[src/zre_pkg.sv]
// Package of the zero-run encoder: sizes, register map, controller types
`timescale 1ns / 1ps
package zre_pkg;

    // Width of the zero run counter
    localparam int RUN_BITS = 20;
    localparam logic [RUN_BITS-1:0] RUN_MAX = {RUN_BITS{1'b1}};

    // Configuration port
    localparam int ADDR_W = 3;
    localparam logic [ADDR_W-3:0] REG_CODE_BASE = '0;
    localparam logic [7:0] CODE_BASE_RESET = 8'd125;

    // Controller states, one-hot
    typedef enum logic [3:0] {
        ST_IDLE  = 4'b0001,
        ST_LOAD  = 4'b0010,
        ST_FLUSH = 4'b0100,
        ST_BYTE  = 4'b1000
    } state_t;

    // Commands from controller to datapath
    typedef struct packed {
        logic capture;
        logic load_run;
        logic send_code;
        logic emit_byte;
    } cmd_t;

    // Status from datapath to controller
    typedef struct packed {
        logic in_zero;
        logic count_nz;
        logic held_zero;
        logic shift_done;
        logic out_free;
    } status_t;

endpackage

[src/zre_ctrl.sv]
// Controller state machine of the zero-run encoder
`timescale 1ns / 1ps
module zre_ctrl
    import zre_pkg::*;
(
    input  logic    clk,
    input  logic    rst_n,
    input  logic    in_valid,
    input  logic    in_last,
    output logic    in_ready,
    input  status_t status,
    output cmd_t    cmd
);

    state_t state_reg, state_next;

    // State register
    always_ff @(posedge clk or negedge rst_n)
    begin
        if (!rst_n)
        begin
            state_reg <= ST_IDLE;
        end
        else
        begin
            state_reg <= state_next;
        end
    end

    // Next state and commands
    always_comb
    begin
        state_next = state_reg;
        cmd        = '0;
        in_ready   = 1'b0;
        unique case (state_reg)
            ST_IDLE:
            begin
                in_ready = 1'b1;
                if (in_valid)
                begin
                    cmd.capture = 1'b1;
                    if (status.in_zero)
                    begin
                        // zero is counted; if it ends the string, flush the run at once
                        state_next = in_last ? ST_LOAD : ST_IDLE;
                    end
                    else
                    begin
                        state_next = status.count_nz ? ST_LOAD : ST_BYTE;
                    end
                end
            end
            ST_LOAD:
            begin
                cmd.load_run = 1'b1;
                state_next   = ST_FLUSH;
            end
            ST_FLUSH:
            begin
                if (status.out_free)
                begin
                    cmd.send_code = 1'b1;
                    if (status.shift_done)
                    begin
                        state_next = status.held_zero ? ST_IDLE : ST_BYTE;
                    end
                end
            end
            ST_BYTE:
            begin
                if (status.out_free)
                begin
                    cmd.emit_byte = 1'b1;
                    state_next    = ST_IDLE;
                end
            end
            default:
            begin
                state_next = ST_IDLE;
            end
        endcase
    end

endmodule

[src/zre_datapath.sv]
// Datapath of the zero-run encoder: run counter, code shifter, output register
`timescale 1ns / 1ps
module zre_datapath
    import zre_pkg::*;
(
    input  logic       clk,
    input  logic       rst_n,
    input  logic [7:0] in_byte,
    input  logic       in_last,
    input  logic [7:0] code_base,
    input  cmd_t       cmd,
    output status_t    status,
    output logic       out_valid,
    input  logic       out_ready,
    output logic [7:0] out_byte,
    output logic       out_last,
    output logic       run_overflow
);

    logic [RUN_BITS-1:0] count_reg;
    logic                sat_reg;
    logic [RUN_BITS:0]   shift_reg;
    logic                ovf_hold_reg;
    logic [7:0]          byte_reg;
    logic                last_reg;
    logic                out_valid_reg;
    logic [7:0]          out_byte_reg;
    logic                out_last_reg;
    logic                out_ovf_reg;
    logic                shift_done;

    // Only the top one bit remains after this shift
    assign shift_done = (shift_reg[RUN_BITS:2] == '0);

    // Run counter and saturation flag
    always_ff @(posedge clk or negedge rst_n)
    begin
        if (!rst_n)
        begin
            count_reg <= '0;
            sat_reg   <= 1'b0;
        end
        else if (cmd.load_run)
        begin
            count_reg <= '0;
            sat_reg   <= 1'b0;
        end
        else if (cmd.capture && (in_byte == 8'd0))
        begin
            if (count_reg == RUN_MAX)
            begin
                sat_reg <= 1'b1;
            end
            else
            begin
                count_reg <= count_reg + 1'b1;
            end
        end
    end

    // Held transaction and code shifter
    always_ff @(posedge clk)
    begin
        if (cmd.capture)
        begin
            byte_reg <= in_byte;
            last_reg <= in_last;
        end
        if (cmd.load_run)
        begin
            shift_reg    <= {1'b0, count_reg} + 1'b1;
            ovf_hold_reg <= sat_reg;
        end
        else if (cmd.send_code)
        begin
            shift_reg <= shift_reg >> 1;
        end
    end

    // Output valid
    always_ff @(posedge clk or negedge rst_n)
    begin
        if (!rst_n)
        begin
            out_valid_reg <= 1'b0;
        end
        else if (cmd.send_code || cmd.emit_byte)
        begin
            out_valid_reg <= 1'b1;
        end
        else if (out_ready)
        begin
            out_valid_reg <= 1'b0;
        end
    end

    // Output payload
    always_ff @(posedge clk)
    begin
        if (cmd.send_code)
        begin
            out_byte_reg <= code_base + {7'd0, shift_reg[0]};
            out_last_reg <= shift_done && (byte_reg == 8'd0);
            out_ovf_reg  <= ovf_hold_reg;
        end
        else if (cmd.emit_byte)
        begin
            out_byte_reg <= byte_reg;
            out_last_reg <= last_reg;
            out_ovf_reg  <= 1'b0;
        end
    end

    assign status.in_zero    = (in_byte == 8'd0);
    assign status.count_nz   = (count_reg != '0);
    assign status.held_zero  = (byte_reg == 8'd0);
    assign status.shift_done = shift_done;
    assign status.out_free   = !out_valid_reg || out_ready;

    assign out_valid    = out_valid_reg;
    assign out_byte     = out_byte_reg;
    assign out_last     = out_last_reg;
    assign run_overflow = out_ovf_reg;

endmodule

[src/zero_run_encoder.sv]
// Top level of the zero-run encoder: register port, controller and datapath
//
// Input channel (in_valid/in_ready, in_byte, in_last) takes one byte per
// transaction; in_last marks the final byte of a string. Output channel
// (out_valid/out_ready, out_byte, out_last, run_overflow) gives encoded bytes.
// Zero bytes are counted and give nothing until a nonzero byte or the end of
// the string flushes the run as code bytes code_base+bit, LSB first.
// Register code_base sits at address 0 of the APB port (reset 125).
// A zero byte inside a string is only counted; the controller stays idle.
// A nonzero byte with no pending run passes through state BYTE into the
// output register. A flush of a run of n zeros passes through LOAD, then
// FLUSH emits floor(log2(n+1)) code bytes, one bit a cycle unless stalled.
// in_ready is high only while the controller is idle; a new byte is taken
// while the last result still waits in the output register.
// When the receiver stalls, the output register holds and the controller
// waits; nothing is dropped. Reset clears the run counter, the saturation
// flag and the output valid; code_base returns to 125.
`timescale 1ns / 1ps
module zero_run_encoder
    import zre_pkg::*;
(
    input  logic              clk,
    input  logic              rst_n,
    input  logic              in_valid,
    output logic              in_ready,
    input  logic [7:0]        in_byte,
    input  logic              in_last,
    output logic              out_valid,
    input  logic              out_ready,
    output logic [7:0]        out_byte,
    output logic              out_last,
    output logic              run_overflow,
    input  logic              psel,
    input  logic              penable,
    input  logic              pwrite,
    input  logic [ADDR_W-1:0] paddr,
    input  logic [31:0]       pwdata,
    output logic [31:0]       prdata,
    output logic              pready
);

    logic [7:0] code_base_reg;
    cmd_t       cmd;
    status_t    status;

    // Configuration register
    assign pready = 1'b1;

    always_ff @(posedge clk or negedge rst_n)
    begin
        if (!rst_n)
        begin
            code_base_reg <= CODE_BASE_RESET;
        end
        else if (psel && penable && pwrite && pready
                 && (paddr[ADDR_W-1:2] == REG_CODE_BASE))
        begin
            code_base_reg <= pwdata[7:0];
        end
    end

    assign prdata = (paddr[ADDR_W-1:2] == REG_CODE_BASE) ? {24'd0, code_base_reg} : 32'd0;

    zre_ctrl u_ctrl (
        .clk      (clk),
        .rst_n    (rst_n),
        .in_valid (in_valid),
        .in_last  (in_last),
        .in_ready (in_ready),
        .status   (status),
        .cmd      (cmd)
    );

    zre_datapath u_datapath (
        .clk          (clk),
        .rst_n        (rst_n),
        .in_byte      (in_byte),
        .in_last      (in_last),
        .code_base    (code_base_reg),
        .cmd          (cmd),
        .status       (status),
        .out_valid    (out_valid),
        .out_ready    (out_ready),
        .out_byte     (out_byte),
        .out_last     (out_last),
        .run_overflow (run_overflow)
    );

endmodule

[config.mk]
export PLATFORM = sky130hd
export DESIGN_NAME = zero_run_encoder
export DESIGN_NICKNAME = d
export VERILOG_FILES = /design/src/zre_pkg.sv /design/src/zre_ctrl.sv /design/src/zre_datapath.sv /design/src/zero_run_encoder.sv
export SDC_FILE = /design/constraint.sdc
export NUM_CORES = 1
export LEC_CHECK = 0
export ABC_AREA = 1
export BUFFER_PORTS_ARGS = -buffer_cell sky130_fd_sc_hd__buf_2
export CELL_PAD_IN_SITES_DETAIL_PLACEMENT = 1
export CELL_PAD_IN_SITES_GLOBAL_PLACEMENT = 2
export CORE_ASPECT_RATIO = 0.6
export CORE_MARGIN = 3
export CORE_UTILIZATION = 34
export DETAILED_ROUTE_END_ITERATION = 6
export GPL_TIMING_DRIVEN = 0
export PLACE_DENSITY = 0.85
export SLEW_MARGIN = 20
export SYNTH_ARGS = -nofsm -noshare
export SYNTH_HDL_FRONTEND = slang
export SYNTH_HIERARCHICAL = 1
export SYNTH_SLANG_ARGS = --single-unit
export TNS_END_PERCENT = 1
[constraint.sdc]
create_clock -name clk -period 6.35 [get_ports clk]
set_input_delay 0.3175 -clock clk [delete_from_list [all_inputs] [get_ports clk]]
set_output_delay 0.3175 -clock clk [all_outputs]
set_load 0.05 [all_outputs]
# After elaboration in Yosys (flattened, before gate mapping)
# Cells that the tools add are included.
[classes] n_addsub=3 muxes=33 div=0 bitwise_logic=1 mul=0 n_eq_ne=10 shifts=0 n_reduce_logical=20 magnitude_cmp=0
[ops] op="two-way mux 20 bit" count=3
[ops] op="two-way mux 21 bit" count=2
[ops] op="two-way mux 4 bit" count=7
[ops] op="two-way mux 8 bit" count=3
[ops] op="adder 20 x 1 -> 21 bit, second input constant" count=1
[ops] op="adder 20 x 1 -> 20 bit, second input constant" count=1
[ops] op="== test 20 bit, second input constant" count=1
[ops] op="nonzero test 20 bit" count=1
[ops] op="logical NOT 19 bit" count=1
[ops] op="logical NOT 8 bit" count=2
[ops] op="two-way mux 1 bit" count=16
[ops] op="case mux 4 bit (4 select lines)" count=1
[ops] op="inequality test 2 bit, second input constant" count=5
[ops] op="nonzero test 2 bit" count=5
[ops] op="adder 8 x 1 -> 8 bit" count=1
[ops] op="logical AND 1 bit" count=5
[ops] op="== test 4 x 1 -> 1 bit, second input constant" count=1
[ops] op="== test 4 x 2 -> 1 bit, second input constant" count=1
[ops] op="== test 4 x 3 -> 1 bit, second input constant" count=1
[ops] op="== test 4 bit, second input constant" count=1
[ops] op="AND reduction 2 bit" count=2
[ops] op="AND reduction 4 bit" count=1
[ops] op="logical OR 1 bit" count=2
[ops] op="two-way mux 2 bit" count=1
[ops] op="2 further kinds" count=2
[totals] mem_bits_rw=0 latchBits=0 mem_count=0 mem_bits_ro=0 out_inout_bits=45 in_bits=51 ff_bits=75

# Logic depth before layout (Yosys ltp)
# Gate-level depths: netlist of run 1.
[logic_depth] word_depth=6 mapped_depth=12 depth_no_buf=11

# Modules after synthesis
# Netlist of run 1, hierarchy kept.
[modules_own_cells] mod="zre_datapath" cells_per_inst=400 n_inst=1 seq_area_each_um2=1781.7 area_each_um2=3383.2
[modules_own_cells] mod="zero_run_encoder" cells_per_inst=81 n_inst=1 seq_area_each_um2=207.7 area_each_um2=616.8
[modules_own_cells] mod="zre_ctrl" cells_per_inst=49 n_inst=1 seq_area_each_um2=101.3 area_each_um2=304.0

# Worst setup path after synthesis of run 1
# No wires, ideal clock.
[synth_timing] kind="reg2reg" startpoint="register u_ctrl.state_reg[0]" endpoint="register u_datapath.shift_reg[0] (enable)" t_arrival_ns=1.703 n_path_buf=2 path_stages_with_launch=8 setup_time_ns=0.403 slack_ns=4.245 required_ns=5.947 cell_sequence="dfstp_2 inv_1 nand3_1 inv_1 buf_4 inv_1 clkbuf_1 nand2_1"
[synth_rtl] element="start: declaration" line="zre_ctrl.sv:15" source="state_t state_reg, state_next;"
[synth_rtl] element="start signal: assignment" line="zre_ctrl.sv:26" source="state_reg <= state_next;"
[synth_rtl] element="end signal: assignment" line="zre_datapath.sv:71" source="shift_reg <= {1'b0, count_reg} + 1'b1;"
[synth_rtl] element="end signal: assignment" line="zre_datapath.sv:76" source="shift_reg <= shift_reg >> 1;"
[synth_rtl] element="end: declaration" line="zre_datapath.sv:22" source="logic [RUN_BITS:0] shift_reg;"

==> results of run 1 <==
## metrics by stage
step	total power, W	cells
5_1_grt	0.00155	777
3_3_place_gp	0.000921	761
6_report	0.00148	777
2_1_floorplan	0.000851	553
3_5_place_dp	0.000932	761
4_1_cts	0.00149	777
## logic make-up after synthesis
group,Yosys count,synth area share
and+or+nand+nor,306,0.322
buffers and inverters,105,0.124
DFF,75,0.486
AOI/OAI and AO/OA,25,0.0291
xor gates and xnor gates,13,0.0265
adders and majority gates,4,0.0116
other,2,0.00174
## final cells by class
class / count / area (um2)
multi-input combinational: 373 / 1770
buffer: 39 / 283
timing repair buffer: 43 / 215
clock buffer: 9 / 225
sequential: 75 / 2090
fill: 1482 / 7080
tap: 165 / 206
inverter: 66 / 250
clock inverter: 7 / 100
## report_power, final
group,internal [W],total (W),switching [W]
clock,0.000347,0.000557,0.000210
sequential,0.000580,0.000608,0.0000278
combinational,0.0000732,0.000314,0.000241
## layout by cell type, fill, tap and decap left out, types with 24 or more instances in the layout
cell type	count
edfxtp_1	41
buf_4	27
nand3_1	52
conb_1	25
inv_1	60
buf_2	44
nand2_1	156
nor2_1	55
dfrtp_1	27
o21ai_0	24
## per-layer routing
metal	up-vias	track usage
met1	1718	0.296
met5	-	0
met2	77	0.236
met4	0	0.0339
met3	8	0.0368
li1	1778	-
## cells in the mapped netlist (2+ instances only)
cell	number	share of area
xor2_1	8	0.016
xnor2_1	5	0.010
nand3_1	52	0.060
nor4_1	2	0.0029
nor2_1	55	0.048
inv_1	60	0.052
nor2_8	2	0.0093
nor3_2	2	0.0047
nand2_4	2	0.0052
nand2_1	156	0.14
edfxtp_1	41	0.29
nand2_2	14	0.020
nor3_1	3	0.0035
clkbuf_1	6	0.0052
buf_6	3	0.0078
o21ai_0	24	0.028
nand4_1	8	0.012
ha_1	4	0.012
conb_1	2	0.0017
buf_4	27	0.047
dfrtp_1	27	0.16
inv_2	4	0.0035
clkinv_2	2	0.0023
nor2_2	5	0.0073
dfstp_2	7	0.043
## final timing paths
| path | endpoint | depth (start not counted) | startpoint | slack, ns |
|---|---|---|---|---|
| worst max-delay path | u_datapath/shift_reg[4] | 7 | u_ctrl/state_reg[0] | 3.65 |
| worst min-delay path | code_base_reg[1] | 1 | rst_n | 0.12 |
| worst max register to register | u_datapath/shift_reg[4] | 7 | u_ctrl/state_reg[0] | 3.65 |
| worst min register to register | u_datapath/ovf_hold_reg | 0 | u_datapath/sat_reg | 0.46 |
| max in group asynchronous | u_datapath/count_reg[5] | 1 | rst_n | 5.66 |
| min in group clk | u_datapath/byte_reg[1] | 1 | in_byte[1] | 0.17 |
==> metrics.cfg, run 1 <==
[run_status]
status=finished clean

[cts]
clkTransAtPathRegs_ns=0.07
ctsRootBufferMaster=clkbuf_16
htree_levels=3
post_cts_resize_count=0
cts_sinks=75
numCtsBuffers=9
cts_hold_buf=0
clock_latency_ns=0.33
cts_tree=done
post-cts-setup-buffers=0
clock_path_buffers=2

[sta]
fin_ws_ns=3.65
finClkSkew_ns=0.00881
min_period_over_period=0.425
holdWs_ns=0.117
hold_viol=0
slew_viol_final=0
max_freq_mhz=371
worst_pin_slew_ns=1.01
rsz0062_at_grt=false
final-setup-viol-count=0
final.min_clock_period_ns=2.70
finalSetupTns_ns=0
slew_headroom=0.327

[worst_setup_path]
cp_slowest_stage_delay_ns=0.68
cp.required_ns=6.21
cp_max_fo=21
worstPathCellList=inv_1, nand3_1, inv_1, buf_4, inv_1, clkbuf_1, nand2_1
slowest_stage=nand2_1
worstSetupStartpointType=register
crit_family=buffers and inverters
worst_path_most_repeated_cell=inv_1
crit_buf_inv=5
cp_data_arrival_time_ns=2.55
critPathKind=reg -> reg
crit_path_end_kind=register

[synthesis]
synth.ff_latch_count=75
seq_area_frac_synth=0.486
netlist_instances=530
synth_ff_type=edfxtp_1
syn_area_um2=4300
synth_edf_count=41
synth_area_per_cell_um2=8.12
yosysUniqueCellTypes=34
synth_warnings=6
synthArstFlopShare=0.453

[final_layout]
final_util=0.420
largest_reg_flops=21
final_area_um2=5140
fin_nets=662
n_antenna_cell=0
area_growth_pct=19.4
drive_above_1_share=0.217

[global_routing]
grt_pass1_vias=3515
grt_pass1_wl_mm=19.2
overflow=0
antenna_found_initial=0
grt_max_degree=35
grt_usage=0.179

[placed_design]
placed_area_um2=4810
numPortBuffers=43
dpl_worst_slack_ns=3.62
place.gp.congestion=0.862
dp.final_hpwl_mm=9.50

[pwr]
p_per_area_nw_per_um2=288
irDropWorstVdd_uv=131
p_leak_nw=2.49

[floorplanning]
ios=96
dieArea_um2=14100
die_height_um=93.2
initial_core_util=0.352
floorplan.die.width_um=151
num_rows=31
coreArea_um2=12200

[route]
met2_length_mm=4.67
wl_met1_mm=6.61
wirelength_mm=12.0
viasPerCell=4.61
top_layer_used=met4
wl_met3_um=680
dr.pass1.iters=4
wl_per_cell_um=15.5
ant_nets=0
route.vias.total=3581
drc=0
drtIter0Drc=258

[flow_run]
max-cap-violations=0

[min_path]
hp-class=in -> async

No activity file was read; power rests on OpenSTA's default activity.
==> inputs of run 2 (changes only) <==
CORE_UTILIZATION = 28   (was 34)
PLACE_DENSITY = 0.74   (was 0.85)
clock period = 2.3 ns   (was 6.35 ns; I/O delays follow)
==> run 2 against run 1 <==
Compared with the run above:
- sequential share of layout area down 1.5 points
- via count up 2.5%
- core utilization down 5.9 points
- clock skew about the same
- flip-flop and latch count unchanged
- critical path type unchanged
- highest routed layer unchanged
==> metrics.cfg, run 2 (synthesis gave the netlist of run 1 again) <==
[pwr]
p_leak_nw=2.55
p_per_area_nw_per_um2=746
power_w=0.00398
irDropWorstVdd_uv=357

[final_layout]
final_area_um2=5340
fin_cells=827
final_common_cell=nand2_1
drive_above_1_share=0.216
n_antenna_cell=0
most-common-layout-cells=nand2_1 (155), inv_1 (60), nor2_1 (54), nand3_1 (52), buf_2 (44)
largest_reg_flops=21
fin_nets=679
area_growth_pct=24.0

[cts]
cts_sinks=75
clkTransAtPathRegs_ns=0.07
ctsRootBufferMaster=clkbuf_16
htree_levels=3
numCtsBuffers=9
cts_tree=done
clock_path_buffers=2
clock_latency_ns=0.35

[min_path]
hp-class=in -> reg

[placed_design]
dpl_worst_slack_ns=-0.413
dp.cells=794
dp.final_hpwl_mm=9.87
placed_area_um2=4850
numPortBuffers=43
place.gp.congestion=0.794

[worst_setup_path]
cp_max_fo=10
crit_path_end_kind=register
worstSetupStartpointType=register
crit_buf_inv=2
cp.required_ns=2.29
worstPathCellList=nor2_1, nand2_1, nor2_1, clkbuf_1, nor2_1, inv_1
critPathKind=reg -> reg
cp_data_arrival_time_ns=2.20
crit_family=buffers and inverters
worst_path_most_repeated_cell=nor2_1
slowest_stage=clkbuf_1
cp_slowest_stage_delay_ns=0.41

[floorplanning]
num_rows=34
floorplan.die.width_um=166
initial_core_util=0.292
coreArea_um2=14800
dieArea_um2=16900
ios=96
die_height_um=102

[flow_run]
max-cap-violations=0

[route]
viasPerCell=4.44
drc=0
ant_nets=0
wirelength_mm=12.8
drtIter0Drc=192
dr.pass1.iters=4
route.vias.total=3671
wl_per_cell_um=15.4

[sta]
worst_pin_slew_ns=0.865
finClkSkew_ns=0.00897
slew_viol_final=0
finalSetupTns_ns=0
min_period_over_period=0.959
hold_viol=0
rsz0062_at_grt=true
max_freq_mhz=453
final.min_clock_period_ns=2.21
fin_ws_ns=0.0934
final-setup-viol-count=0
slew_headroom=0.423

[global_routing]
grt_max_degree=35
antenna_found_initial=0
grt_pass1_vias=3710
grt_usage=0.156
grt_pass1_wl_mm=20.3
overflow=0

[run_status]
status=finished clean

## run 2: per-layer routing
layer,GRT usage,part of all wire,vias to the layer above
met5,0,0,-
met4,0.0371,0.0060,0
met3,0.0356,0.059,8
met2,0.213,0.39,77
met1,0.245,0.55,1763
li1,-,-,1823
## run 2: repair_timing
action / CTS / global route
setup buffers: 0 / 0
resized for setup: 4 / 2
endpoints found under the setup margin: 41 / 31
endpoints found under the hold margin: 43 / 0
hold buffers: 17 / 0
## run 2: worst min-delay path, cell delays in order
cell     delay (ns)
buf_2          0.08
nand3_1        0.07
nand2_1        0.07
## run 2: report_power, final
part,switching [W],internal (W)
registers,0.0000771,0.00160
logic,0.000672,0.000224
clock network,0.000648,0.000759
## run 2: final cells by class
class / count / area [um2]
clock buffer: 9 / 225
fill: 1830 / 9430
buffer: 39 / 284
multi-input combinational: 373 / 1780
inverter: 66 / 250
clock inverter: 7 / 70.1
tap: 198 / 248
sequential: 75 / 2090
timing repair buffer: 60 / 385
## run 2: through the flow
step,hold WS (ns),util
3_3_place_gp,0.265,0.329
5_1_grt,0.0371,0.361
3_5_place_dp,0.276,0.329
6_report,0.0206,0.361
2_1_floorplan,-0.181,-
4_1_cts,0.0120,0.361
## run 2: final timing paths
check                                    start                       to  slack (ns)  cells after the start
max                        u_ctrl/state_reg[3]   u_datapath/out_byte[3]        0.09                      6
min                                  pwdata[7]         code_base_reg[7]        0.02                      3
max reg2reg                u_ctrl/state_reg[3]   u_datapath/out_byte[3]        0.09                      6
min reg2reg                 u_datapath/sat_reg  u_datapath/ovf_hold_reg        0.45                      0
max in group asynchronous                rst_n  u_datapath/count_reg[1]        1.33                      2
min in group asynchronous                rst_n         code_base_reg[7]        0.41                      2
